$ cat src/rtl/rihd_pkg.sv
// Shared types and constants for the RLP item header decoder.
// Used by every module under rtl/.
package rihd_pkg;

	localparam logic [7:0] HDR_STR_SHORT  = 8'h80;
	localparam logic [7:0] HDR_STR_LONG   = 8'hb7;
	localparam logic [7:0] HDR_STR_END    = 8'hbf;
	localparam logic [7:0] HDR_LIST_SHORT = 8'hc0;
	localparam logic [7:0] HDR_LIST_LONG  = 8'hf7;
	localparam logic [31:0] LONG_MIN_LEN  = 32'd55;

	typedef enum logic [1:0] {
		ST_OK    = 2'd0,
		ST_EMPTY = 2'd1,
		ST_TRUNC = 2'd2,
		ST_OOB   = 2'd3
	} status_t;

	typedef struct packed {
		logic        lst;
		logic [3:0]  off;
		logic [31:0] len;
		logic        len_hi;
		logic        canon;
		status_t     status;
		logic        check;
		logic [31:0] room;
	} rec_t;

endpackage

$ cat src/rtl/rlp_item_header_decoder.sv
// Top level of the RLP item header decoder: front end, record queue, back end.
// Depends on rihd_pkg, rihd_front, rihd_queue and rihd_back.
//
// Input channel (in_valid/in_ready): one byte of the encoded stream per transfer;
// item_start marks a header byte and bytes_available is sampled with it.
// Output channel (out_valid/out_ready): one header result per decoded item:
// list flag, header size, content length, canonical flag and status.
// Throughput: one byte per cycle while the record queue has room. The front
// end state machine takes a byte each cycle that in_ready is high; long-form
// length bytes are folded in one per cycle. A result passes the queue write
// and then the output register, which holds the bounds check.
// in_ready is high while the record queue has room; it does not wait for the
// output register, so stalls on the output side reach the input only after
// the output register holds a result and QUEUE_DEPTH records wait behind it.
// Reset clears the phase, the queue and the output valid; no result is lost
// or repeated under any stall pattern.
module rlp_item_header_decoder #(
	parameter int QUEUE_DEPTH = 2
) (
	input  logic        clk,
	input  logic        arst_n,
	input  logic        in_valid,
	output logic        in_ready,
	input  logic [7:0]  data_byte,
	input  logic        item_start,
	input  logic [31:0] bytes_available,
	output logic        out_valid,
	input  logic        out_ready,
	output logic        list_flag,
	output logic [3:0]  header_size,
	output logic [31:0] content_length,
	output logic        canonical,
	output logic [1:0]  status
);
	import rihd_pkg::*;

	logic q_push, q_pop, q_full, q_empty;
	rec_t q_wdata, q_rdata;

	rihd_front u_front (
		.clk             (clk),
		.arst_n          (arst_n),
		.in_valid        (in_valid),
		.in_ready        (in_ready),
		.data_byte       (data_byte),
		.item_start      (item_start),
		.bytes_available (bytes_available),
		.q_full          (q_full),
		.push            (q_push),
		.push_data       (q_wdata)
	);

	rihd_queue #(
		.DEPTH (QUEUE_DEPTH)
	) u_queue (
		.clk       (clk),
		.arst_n    (arst_n),
		.push      (q_push),
		.push_data (q_wdata),
		.full      (q_full),
		.pop       (q_pop),
		.pop_data  (q_rdata),
		.empty     (q_empty)
	);

	rihd_back u_back (
		.clk            (clk),
		.arst_n         (arst_n),
		.rec            (q_rdata),
		.q_empty        (q_empty),
		.pop            (q_pop),
		.out_valid      (out_valid),
		.out_ready      (out_ready),
		.list_flag      (list_flag),
		.header_size    (header_size),
		.content_length (content_length),
		.canonical      (canonical),
		.status         (status)
	);

	a_no_overflow: assert property (@(posedge clk) disable iff (!arst_n)
		q_push |-> !q_full)
		else $error("record pushed into full queue");

	a_error_zero: assert property (@(posedge clk) disable iff (!arst_n)
		(out_valid && status != ST_OK) |->
		(!list_flag && !canonical && header_size == 4'd0 && content_length == 32'd0))
		else $error("error result carries nonzero fields");

	a_offset_range: assert property (@(posedge clk) disable iff (!arst_n)
		out_valid |-> header_size <= 4'd9)
		else $error("header size out of range");

	a_pop_nonempty: assert property (@(posedge clk) disable iff (!arst_n)
		q_pop |-> !q_empty)
		else $error("pop from empty queue");

endmodule

$ cat src/rtl/rihd_front.sv
// Front end: accepts bytes, classifies headers, gathers long-form lengths.
// Emits one header record per finished item into the queue. Uses rihd_pkg.
module rihd_front (
	input  logic              clk,
	input  logic              arst_n,
	input  logic              in_valid,
	output logic              in_ready,
	input  logic [7:0]        data_byte,
	input  logic              item_start,
	input  logic [31:0]       bytes_available,
	input  logic              q_full,
	output logic              push,
	output rihd_pkg::rec_t    push_data
);
	import rihd_pkg::*;

	typedef enum logic [1:0] {
		PH_IDLE,
		PH_GATHER,
		PH_PEEK
	} phase_t;

	phase_t      phase_q, phase_n;
	logic [3:0]  left_q, left_n;
	logic [3:0]  width_q, width_n;
	logic [31:0] acc_q, acc_n;
	logic        hi_q, hi_n;
	logic        min_q, min_n;
	logic        list_q, list_n;
	logic [31:0] room_q, room_n;
	logic        fire;

	assign in_ready = !q_full;
	assign fire     = in_valid && in_ready;

	always_comb begin
		logic        lst;
		logic [5:0]  slen;
		logic [3:0]  lw;
		logic [31:0] acc_sh;
		logic        hi_sh;
		logic        min_sh;
		logic [3:0]  left_dec;
		phase_n   = phase_q;
		left_n    = left_q;
		width_n   = width_q;
		acc_n     = acc_q;
		hi_n      = hi_q;
		min_n     = min_q;
		list_n    = list_q;
		room_n    = room_q;
		push      = 1'b0;
		push_data = '0;
		lst       = (data_byte >= HDR_LIST_SHORT);
		slen      = lst ? 6'(data_byte - HDR_LIST_SHORT) : 6'(data_byte - HDR_STR_SHORT);
		lw        = (data_byte > HDR_LIST_LONG) ? 4'(data_byte - HDR_LIST_LONG)
		                                        : 4'(data_byte - HDR_STR_LONG);
		acc_sh    = {acc_q[23:0], data_byte};
		hi_sh     = hi_q | (acc_q[31:24] != 8'd0);
		min_sh    = (left_q == width_q) ? (data_byte != 8'd0) : min_q;
		left_dec  = left_q - 4'd1;
		if (item_start) begin
			phase_n = PH_IDLE;
			left_n  = '0;
			width_n = '0;
			acc_n   = '0;
			hi_n    = 1'b0;
			min_n   = 1'b0;
			list_n  = 1'b0;
			room_n  = bytes_available;
			if (bytes_available == 32'd0) begin
				push             = 1'b1;
				push_data.status = ST_EMPTY;
			end else if (data_byte < HDR_STR_SHORT) begin
				push            = 1'b1;
				push_data.len   = 32'd1;
				push_data.canon = 1'b1;
			end else if (data_byte <= HDR_STR_LONG ||
			             (lst && data_byte <= HDR_LIST_LONG)) begin
				if (!lst && slen == 6'd1 && bytes_available != 32'd1) begin
					phase_n = PH_PEEK;
				end else begin
					push            = 1'b1;
					push_data.lst   = lst;
					push_data.off   = 4'd1;
					push_data.len   = 32'(slen);
					push_data.canon = 1'b1;
					push_data.check = 1'b1;
					push_data.room  = bytes_available;
				end
			end else begin
				list_n  = lst;
				width_n = lw;
				if ((bytes_available - 32'd1) < 32'(lw)) begin
					push             = 1'b1;
					push_data.status = ST_TRUNC;
				end else begin
					left_n  = lw;
					phase_n = PH_GATHER;
				end
			end
		end else begin
			unique case (phase_q)
				PH_PEEK: begin
					phase_n         = PH_IDLE;
					push            = 1'b1;
					push_data.off   = 4'd1;
					push_data.len   = 32'd1;
					push_data.canon = data_byte[7];
				end
				PH_GATHER: begin
					acc_n  = acc_sh;
					hi_n   = hi_sh;
					min_n  = min_sh;
					left_n = left_dec;
					if (left_dec == 4'd0) begin
						phase_n         = PH_IDLE;
						push            = 1'b1;
						push_data.lst   = list_q;
						push_data.off   = 4'd1 + width_q;
						push_data.len   = acc_sh;
						push_data.len_hi = hi_sh;
						push_data.canon = min_sh && (hi_sh || acc_sh > LONG_MIN_LEN);
						push_data.check = 1'b1;
						push_data.room  = room_q;
					end
				end
				default: begin
				end
			endcase
		end
		push = push && fire;
	end

	always_ff @(posedge clk or negedge arst_n) begin
		if (!arst_n) begin
			phase_q <= PH_IDLE;
			left_q  <= '0;
			width_q <= '0;
			acc_q   <= '0;
			hi_q    <= 1'b0;
			min_q   <= 1'b0;
			list_q  <= 1'b0;
			room_q  <= '0;
		end else if (fire) begin
			phase_q <= phase_n;
			left_q  <= left_n;
			width_q <= width_n;
			acc_q   <= acc_n;
			hi_q    <= hi_n;
			min_q   <= min_n;
			list_q  <= list_n;
			room_q  <= room_n;
		end
	end

endmodule

$ cat src/rtl/rihd_queue.sv
// Short register queue of header records between front and back end.
// Uses rihd_pkg for the record type.
module rihd_queue #(
	parameter int DEPTH = 2
) (
	input  logic           clk,
	input  logic           arst_n,
	input  logic           push,
	input  rihd_pkg::rec_t push_data,
	output logic           full,
	input  logic           pop,
	output rihd_pkg::rec_t pop_data,
	output logic           empty
);
	import rihd_pkg::*;

	localparam int AW = (DEPTH > 1) ? $clog2(DEPTH) : 1;
	localparam int CW = $clog2(DEPTH + 1);

	rec_t          mem_q [DEPTH];
	logic [AW-1:0] wr_q, rd_q;
	logic [CW-1:0] cnt_q;

	assign full     = (cnt_q == CW'(DEPTH));
	assign empty    = (cnt_q == '0);
	assign pop_data = mem_q[rd_q];

	always_ff @(posedge clk) begin
		if (push) begin
			mem_q[wr_q] <= push_data;
		end
	end

	always_ff @(posedge clk or negedge arst_n) begin
		if (!arst_n) begin
			wr_q  <= '0;
			rd_q  <= '0;
			cnt_q <= '0;
		end else begin
			if (push) begin
				wr_q <= (wr_q == AW'(DEPTH - 1)) ? '0 : wr_q + 1'b1;
			end
			if (pop) begin
				rd_q <= (rd_q == AW'(DEPTH - 1)) ? '0 : rd_q + 1'b1;
			end
			unique case ({push, pop})
				2'b10:   cnt_q <= cnt_q + 1'b1;
				2'b01:   cnt_q <= cnt_q - 1'b1;
				default: cnt_q <= cnt_q;
			endcase
		end
	end

endmodule

$ cat src/rtl/rihd_back.sv
// Back end: bounds check of a header record and the registered result item.
// Uses rihd_pkg.
module rihd_back (
	input  logic           clk,
	input  logic           arst_n,
	input  rihd_pkg::rec_t rec,
	input  logic           q_empty,
	output logic           pop,
	output logic           out_valid,
	input  logic           out_ready,
	output logic           list_flag,
	output logic [3:0]     header_size,
	output logic [31:0]    content_length,
	output logic           canonical,
	output logic [1:0]     status
);
	import rihd_pkg::*;

	logic        valid_q;
	logic        lst_q;
	logic [3:0]  off_q;
	logic [31:0] len_q;
	logic        canon_q;
	status_t     st_q;
	status_t     st_n;
	logic [32:0] end_pos;

	assign pop     = !q_empty && (!valid_q || out_ready);
	assign end_pos = {1'b0, rec.len} + 33'(rec.off);

	always_comb begin
		st_n = rec.status;
		if (rec.check && (rec.len_hi || end_pos > {1'b0, rec.room})) begin
			st_n = ST_OOB;
		end
	end

	always_ff @(posedge clk or negedge arst_n) begin
		if (!arst_n) begin
			valid_q <= 1'b0;
		end else if (pop) begin
			valid_q <= 1'b1;
		end else if (out_ready) begin
			valid_q <= 1'b0;
		end
	end

	always_ff @(posedge clk) begin
		if (pop) begin
			st_q <= st_n;
			if (st_n == ST_OK) begin
				lst_q   <= rec.lst;
				off_q   <= rec.off;
				len_q   <= rec.len;
				canon_q <= rec.canon;
			end else begin
				lst_q   <= 1'b0;
				off_q   <= '0;
				len_q   <= '0;
				canon_q <= 1'b0;
			end
		end
	end

	assign out_valid      = valid_q;
	assign list_flag      = lst_q;
	assign header_size    = off_q;
	assign content_length = len_q;
	assign canonical      = canon_q;
	assign status         = st_q;

endmodule
$ cat config.mk
export PLATFORM = sky130hd
export DESIGN_NAME = rlp_item_header_decoder
export DESIGN_NICKNAME = d
export VERILOG_FILES = /design/src/rtl/rihd_pkg.sv /design/src/rtl/rlp_item_header_decoder.sv /design/src/rtl/rihd_front.sv /design/src/rtl/rihd_queue.sv /design/src/rtl/rihd_back.sv
export SDC_FILE = /design/constraint.sdc
export NUM_CORES = 1
export LEC_CHECK = 0
export CAP_MARGIN = 20
export CORE_UTILIZATION = 30
export CTS_CLUSTER_SIZE = 40
export DETAILED_ROUTE_END_ITERATION = 10
export DONT_BUFFER_PORTS = 1
export GPL_TIMING_DRIVEN = 1
export PLACE_DENSITY_LB_ADDON = 0.12
export SETUP_SLACK_MARGIN = 0.4
export SYNTH_ARGS = -nofsm -noshare
export SYNTH_HDL_FRONTEND = slang
export SYNTH_SLANG_ARGS = --single-unit
$ cat constraint.sdc
create_clock -name clk -period 6.85 [get_ports clk]
set_input_delay 0.3425 -clock clk [delete_from_list [all_inputs] [get_ports clk]]
set_output_delay 0.3425 -clock clk [all_outputs]
set_load 0.005 [all_outputs]
==> results of run 1 <==
==> where the power goes <==
part	total [W]	internal (W)	leakage (nW)	switching, W
Combinational	0.00165	0.000667	2.66	0.000982
Sequential	0.00239	0.00216	2.85	0.000224
Clock	0.00192	0.00121	0.583	0.000706
Total	0.00595	0.00404	6.10	0.00191
==> state kept, by name, indices dropped and copies added, names as in the netlist, 2 cells and up <==
name / cells
u_back.content_length: 32
u_back.header_size: 4
u_back.status: 2
u_front.acc_q: 32
u_front.left_q: 4
u_front.phase_q: 2
u_front.room_q: 32
u_front.width_q: 4
u_queue.cnt_q: 2
u_queue.mem_q: 148
==> worst register-to-register path: stages, from the launching register on <==
cell	delay, ns
dfrtp_4	0.82
mux2_2	0.44
ha_1	0.23
fa_1	0.41
a21o_1	0.19
a21oi_1	0.28
a211oi_1	0.08
buf_4	0.19
and4_1	0.23
nand2_1	0.11
xor2_1	0.15
o21ai_0	0.11
ha_1	0.36
a21o_1	0.18
a21o_1	0.17
a21oi_1	0.14
o21ai_0	0.09
a21oi_1	0.14
nor3_1	0.06
o2111a_1	0.23
buf_4	0.25
nand4b_1	0.22
==> final timing paths <==
check                                            endpoint  slack (ns)  cells after the start
max                            u_back.status[1]$_DFFE_PP_        1.51                     21
min reg2reg                     u_front.min_q$_DFFE_PN0P_        0.48                      2
min                         u_front.left_q[3]$_DFFE_PN0P_        0.03                      2
max reg2reg                    u_back.status[1]$_DFFE_PP_        1.51                     21
min in group asynchronous    u_back.out_valid$_DFFE_PN0P_        0.41                      2
max in group asynchronous  u_front.room_q[10]$_DFFE_PN0P_        6.09                      2
==> cell type report <==
type | instances | area, um^2 | share of cell area, %
repair buffers | 59 | 580.6 | 3.656
inverters | 24 | 90.09 | 0.5673
multi-input cells | 748 | 5564 | 35.04
flip-flops and latches | 270 | 7701 | 48.50
well taps | 592 | 740.7 | 4.664
clock buffers | 47 | 1003 | 6.319
clock inverters | 14 | 200.2 | 1.261
==> per-stage QoR <==
stage / setup WS, ns / hold WS (ns)
floorplan: 1.249 / 0.04691
global placement: 1.601 / 0.05492
detailed placement: 1.515 / 0.05450
CTS: 1.482 / 0.01296
global route: 1.169 / 0.02389
finish: 1.510 / 0.03040
==> cells in the mapped netlist, types with 6 or more instances <==
cell type / count / share of area (%)
o21ai_0: 32 / 1.2
a31oi_1: 7 / 0.32
and2_1: 33 / 1.5
xor2_1: 27 / 1.7
nor2_1: 87 / 2.4
nor2b_1: 19 / 0.88
nand2b_1: 6 / 0.28
mux2_2: 49 / 4.1
ha_1: 50 / 4.6
nor3_1: 20 / 0.74
nor4_1: 12 / 0.55
buf_2: 11 / 0.41
nand4_1: 38 / 1.8
nand4b_1: 20 / 1.3
edfxtp_1: 188 / 42
a32o_1: 8 / 0.59
dfrtp_1: 82 / 15
clkbuf_1: 42 / 1.2
mux2i_1: 47 / 3.5
nand2_1: 51 / 1.4
inv_1: 24 / 0.67
xnor2_1: 24 / 1.6
a21o_1: 19 / 1.1
a22o_1: 62 / 4.0
a21oi_1: 28 / 1.0
nand3_1: 27 / 1.0
buf_1: 6 / 0.17
and3_1: 9 / 0.42
==> metal layers <==
metal | part of all wire (%) | track usage, % | up-vias
met5 | 0 | 0 | -
met4 | 1.3 | 3.310 | 0
met3 | 4.5 | 3.688 | 37
met2 | 45 | 26.86 | 188
met1 | 49 | 24.99 | 4512
li1 | - | - | 4255
==> kinds of logic (layout without fill, tap and decap cells) <==
logic type,Yosys count,after routing,share of synthesized area (%)
multiplexers,96,96,7.547
flip-flops,270,270,56.83
buffers and inverters,83,144,2.402
XOR/XNOR,51,51,3.298
AND/OR/NAND/NOR,356,356,14.54
AO/OA/AOI/OAI,194,194,10.61
adder cells (fa/ha/maj),51,51,4.767
==> qor.yml, run 1 <==
result_of_the_run: "finished clean"
timing.rr.start: "u_queue.rd_q$_DFFE_PN0P_"
achievable-frequency_mhz: 187.3
grt_pass1_vias: 8961
finalHoldViolCount: 0
grt_pass1_wl_mm: 59.51
worst_setup_path_end_kind: "flip-flop"
grt_max_degree: 83
diodes: 0
numClockSinks: 270
floorplan.core_area_mm2: 0.04441
worst_min_delay_path_startpoint: "item_start"
cts-buffers-inserted: 34
criticalPathCategory: "flip-flop to flip-flop"
floorplan.rows: 77
detail_route.vias_per_cell: 5.127
path_cells: "mux2_2, ha_1, fa_1, a21o_1, a21oi_1, a211oi_1, buf_4, and4_1, nand2_1, xor2_1, o21ai_0, ha_1, a21o_1, a21o_1, a21oi_1, o21ai_0, a21oi_1, nor3_1, o2111a_1, buf_4, nand4b_1"
post_synth_edffs: 188
synthesis.area_mm2: 0.01354
dpl_cell_area_mm2: 0.01421
dp.final_hpwl_mm: 27.29
io_pins: 87
finish.utilization_pct: 35.76
dp_cells: 1649
area_growth_syn_to_layout_pct: 17.25
totalWireLength_mm: 39.44
timing.hold.worst.class: "input pin to flip-flop"
most-common-layout-cells: "188 x edfxtp_1, 85 x nor2_1, 81 x dfrtp_1"
worstPathMaxFanout: 47
synth_cells: 1101
route.antenna.remaining_nets: 0
timing.critical_path.required_ns: 7.11
gr-total-overflow: 0
critical-path-top-delay-family: "compound AO/OA/AOI/OAI gates"
yosys.cell_types.count: 69
synth_fp_nets: 1197
cts-resized-gates: 0
finalCriticalPeriod_ns: 5.340
post_cts_buffers: 0
num-nets-final: 1233
final_max_slew_viol_count: 0
wire_per_inst_um: 22.49
power_leakage_nw: 6.100
die_x_um: 214.5
clock-root-buffer: "clkbuf_16"
finClkSkew_ns: 0.02485
ys_dominant_reg_cell: "edfxtp_1"
final_setup_violation_count: 0
cts_max_level: 2
postLayoutCellArea_mm2: 0.01588
grt_usage_pct: 17.35
worst_slew_margin_rel_pct: 34.28
detailedRoute.firstIterationViolations: 551
synth-async-reset-ratio_pct: 30.37
grt_antenna_before_repair: 0
number_of_hold_buffers_added_after_cts: 43
timing.critical_path.from: "u_queue.rd_q$_DFFE_PN0P_"
dieHeight_um: 214.5
clkLatencyLatePin_ns: 0.54
finalPower_w: 0.005953
number_of_warnings_printed_during_yosys_synthesis: 0
totalNegativeSetupSlack_ns: 0
vdd.ir_drop.worst_mv: 0.1986
final.period_utilization_pct: 77.96
drv_cap: 0
floorplan.initialDensity_pct: 30.50
nFillCells: 4319
gp_congestion: 0.8059
synthesis.area_per_instance_um2: 12.30
cts_tree: "yes"
startpoint_type: "flip-flop"
io_buffers: 0
remaining_drc_errors: 0
share_of_layout_cells_above_drive_strength_1_pct: 12.22
slowest_stage: "dfrtp_4"
die-area_mm2: 0.04600
clkSlewWorstSetupHoldPaths_ns: 0.06
clock_tree.buffer_depth: 3
power_density_mw_per_mm2: 374.9
drt_pre_antenna_iters: 5
worst_path_buffer_plus_inverter_count: 2
data_arrival_critical_path_ns: 5.60
final_cells: 1754
synth.ff_latch_count: 270
timing_worst_slew_pin_value_ns: 0.9858
commonest_non_fill_non_tap_cell_in_the_layout: "edfxtp_1"
synth_sequential_area_ratio_pct: 56.83
rsz0062_at_grt: "false"
cp_slowest_stage_delay_ns: 0.82
dr_total_vias: 8992
(Power assumes the default switching activity.)
==> run 2: changes to the inputs <==
==> constraint.sdc (replaced) <==
create_clock -name clk -period 5.03 [get_ports clk]
set_input_delay 0.2515 -clock clk [delete_from_list [all_inputs] [get_ports clk]]
set_output_delay 0.2515 -clock clk [all_outputs]
set_load 0.005 [all_outputs]
==> qor.yml, run 2 (synthesis gave the netlist of run 1 again) <==
dieHeight_um: 214.5
finalCriticalPeriod_ns: 4.431
power_density_mw_per_mm2: 508.8
grt_pass1_wl_mm: 58.79
most-common-layout-cells: "188 x edfxtp_1, 84 x nor2_1, 81 x dfrtp_1"
finClkSkew_ns: 0.01802
achievable-frequency_mhz: 225.7
largest_register_ff_count: 148
area_growth_syn_to_layout_pct: 20.13
totalWireLength_mm: 39.78
postLayoutCellArea_mm2: 0.01627
route.antenna.remaining_nets: 0
grt_usage_pct: 17.09
grt_antenna_before_repair: 1
timing.hold.worst.class: "input pin to flip-flop"
remaining_drc_errors: 0
clock-root-buffer: "clkbuf_16"
cts_tree: "yes"
die-area_mm2: 0.04600
wl_met2_mm: 17.79
data_arrival_critical_path_ns: 4.66
worst_setup_path_end_kind: "flip-flop"
floorplan.initialDensity_pct: 30.50
io_pins: 87
power_leakage_nw: 6.201
timing.critical_path.required_ns: 5.26
detail_route.vias_per_cell: 5.079
floorplan.core_area_mm2: 0.04441
drt_pre_antenna_iters: 5
grt_pass1_vias: 8970
grt_max_degree: 83
finalHoldViolCount: 0
startpoint_type: "flip-flop"
nFillCells: 4325
floorplan.rows: 77
result_of_the_run: "finished clean"
io_buffers: 0
final_setup_violation_count: 0
finish.utilization_pct: 36.63
dp.final_hpwl_mm: 27.70
cts_max_level: 2
worst_slew_margin_rel_pct: 41.29
clock_tree.buffer_depth: 3
holdPathStages: 1
drv_cap: 0
clkSlewWorstSetupHoldPaths_ns: 0.05
wire_per_inst_um: 22.34
final_cells: 1781
dpl_cell_area_mm2: 0.01440
share_of_layout_cells_above_drive_strength_1_pct: 16.01
final.period_utilization_pct: 88.09
detailedRoute.firstIterationViolations: 502
clkLatencyLatePin_ns: 0.53
m1WireLength_mm: 19.61
route.met3.wl_mm: 1.570
dr_total_vias: 9046
die_x_um: 214.5
worstPathMaxFanout: 8
largest_register: "u_queue.mem_q"
gr-total-overflow: 0
vdd.ir_drop.worst_mv: 0.3681
finalWorstSetupSlack_ns: 0.5992
top_layer: "met4"
post-place-ws_ns: 0.2416
totalNegativeSetupSlack_ns: 0
rsz0062_at_grt: "false"
commonest_non_fill_non_tap_cell_in_the_layout: "edfxtp_1"
num-nets-final: 1257
timing_worst_slew_pin_value_ns: 0.8726
cts-buffers-inserted: 34
numClockSinks: 270
gp_congestion: 0.7987
criticalPathCategory: "flip-flop to flip-flop"
dp_cells: 1661
rr_worst_depth: 18
final_max_slew_viol_count: 0
==> run 2: changes by cell type in the layout (fill, tap and decap cells not counted), sizes merged <==
cell and change:
o2111a +1, dlygate4sd3 +1, clkbuf +3, clkinv +1, bufinv -2, diode +2
buf +20, clkinvlp +1
==> run 2: worst max-delay path, stage by stage, from the launching register on <==
cell      delay, ns
dfrtp_4        0.53
buf_4          0.15
mux2_2         0.30
ha_4           0.29
a21o_1         0.15
a21oi_4        0.08
a211oi_4       0.28
and4_4         0.34
and3_4         0.21
nand2_2        0.05
xor2_1         0.13
mux2i_1        0.21
ha_1           0.29
a21o_1         0.16
a21o_1         0.16
a21oi_2        0.14
o21ai_2        0.10
o2111a_2       0.34
nand4b_1       0.22
==> run 2: stage by stage <==
| stage | hold slack (ns) | power, W |
|---|---|---|
| CTS | 0.003379 | 0.008249 |
| global route | 0.02141 | 0.008747 |
| global placement | -0.04175 | 0.005608 |
| finish | 0.03152 | 0.008279 |
| detailed placement | -0.04040 | 0.005628 |
| floorplan | -0.04409 | 0.004891 |
==> run 2: repair_timing <==
item                                    in CTS  in global routing
hold buffers                                44                  0
gates cloned                                 0                  2
pin swaps                                    0                  3
resized for setup                            4                 21
setup buffers                                0                  9
endpoints found under the setup margin      40                 40
hold endpoints to repair                   174                  0
==> run 2: power by group <==
| group | total [W] | switching, W | internal, W | leakage, nW |
|---|---|---|---|---|
| combinational | 0.00256 | 0.00150 | 0.00107 | 2.79 |
| clock | 0.00252 | 0.000955 | 0.00157 | 0.561 |
| sequential | 0.00319 | 0.000251 | 0.00294 | 2.85 |
| total | 0.00828 | 0.00271 | 0.00557 | 6.20 |
==> run 2: metal layers <==
layer  global-route usage [%]  vias to the layer above
met5                        0                        -
met4                    5.167                        0
met3                    2.709                       54
met2                    26.29                      182
met1                    24.60                     4493
li1                         -                     4317
==> run 2: worst paths after layout <==
kind,end,from,slack (ns)
worst max register to register,u_back.status[1]$_DFFE_PP_,u_queue.rd_q$_DFFE_PN0P_,0.60
worst min register to register,u_front.room_q[0]$_DFFE_PN0P_,u_front.room_q[0]$_DFFE_PN0P_,0.48
worst min-delay path,u_queue.mem_q[1][28]$_DFFE_PP_,bytes_available[28],0.03
worst max-delay path,u_back.status[1]$_DFFE_PP_,u_queue.rd_q$_DFFE_PN0P_,0.60
min in group asynchronous,u_front.room_q[21]$_DFFE_PN0P_,arst_n,0.27
max in group asynchronous,u_front.acc_q[25]$_DFFE_PN0P_,arst_n,4.34
==> run 2: cell type report <==
type | count | area, um^2 | area share (%)
Antenna cell | 2 | 5.005 | 0.03076
Clock buffer | 48 | 1018 | 6.260
Clock inverter | 14 | 146.4 | 0.8997
Inverter | 24 | 90.09 | 0.5537
Multi-Input combinational cell | 749 | 5709 | 35.09
Sequential cell | 270 | 7701 | 47.33
Tap cell | 592 | 740.7 | 4.552
Timing Repair Buffer | 82 | 859.6 | 5.283
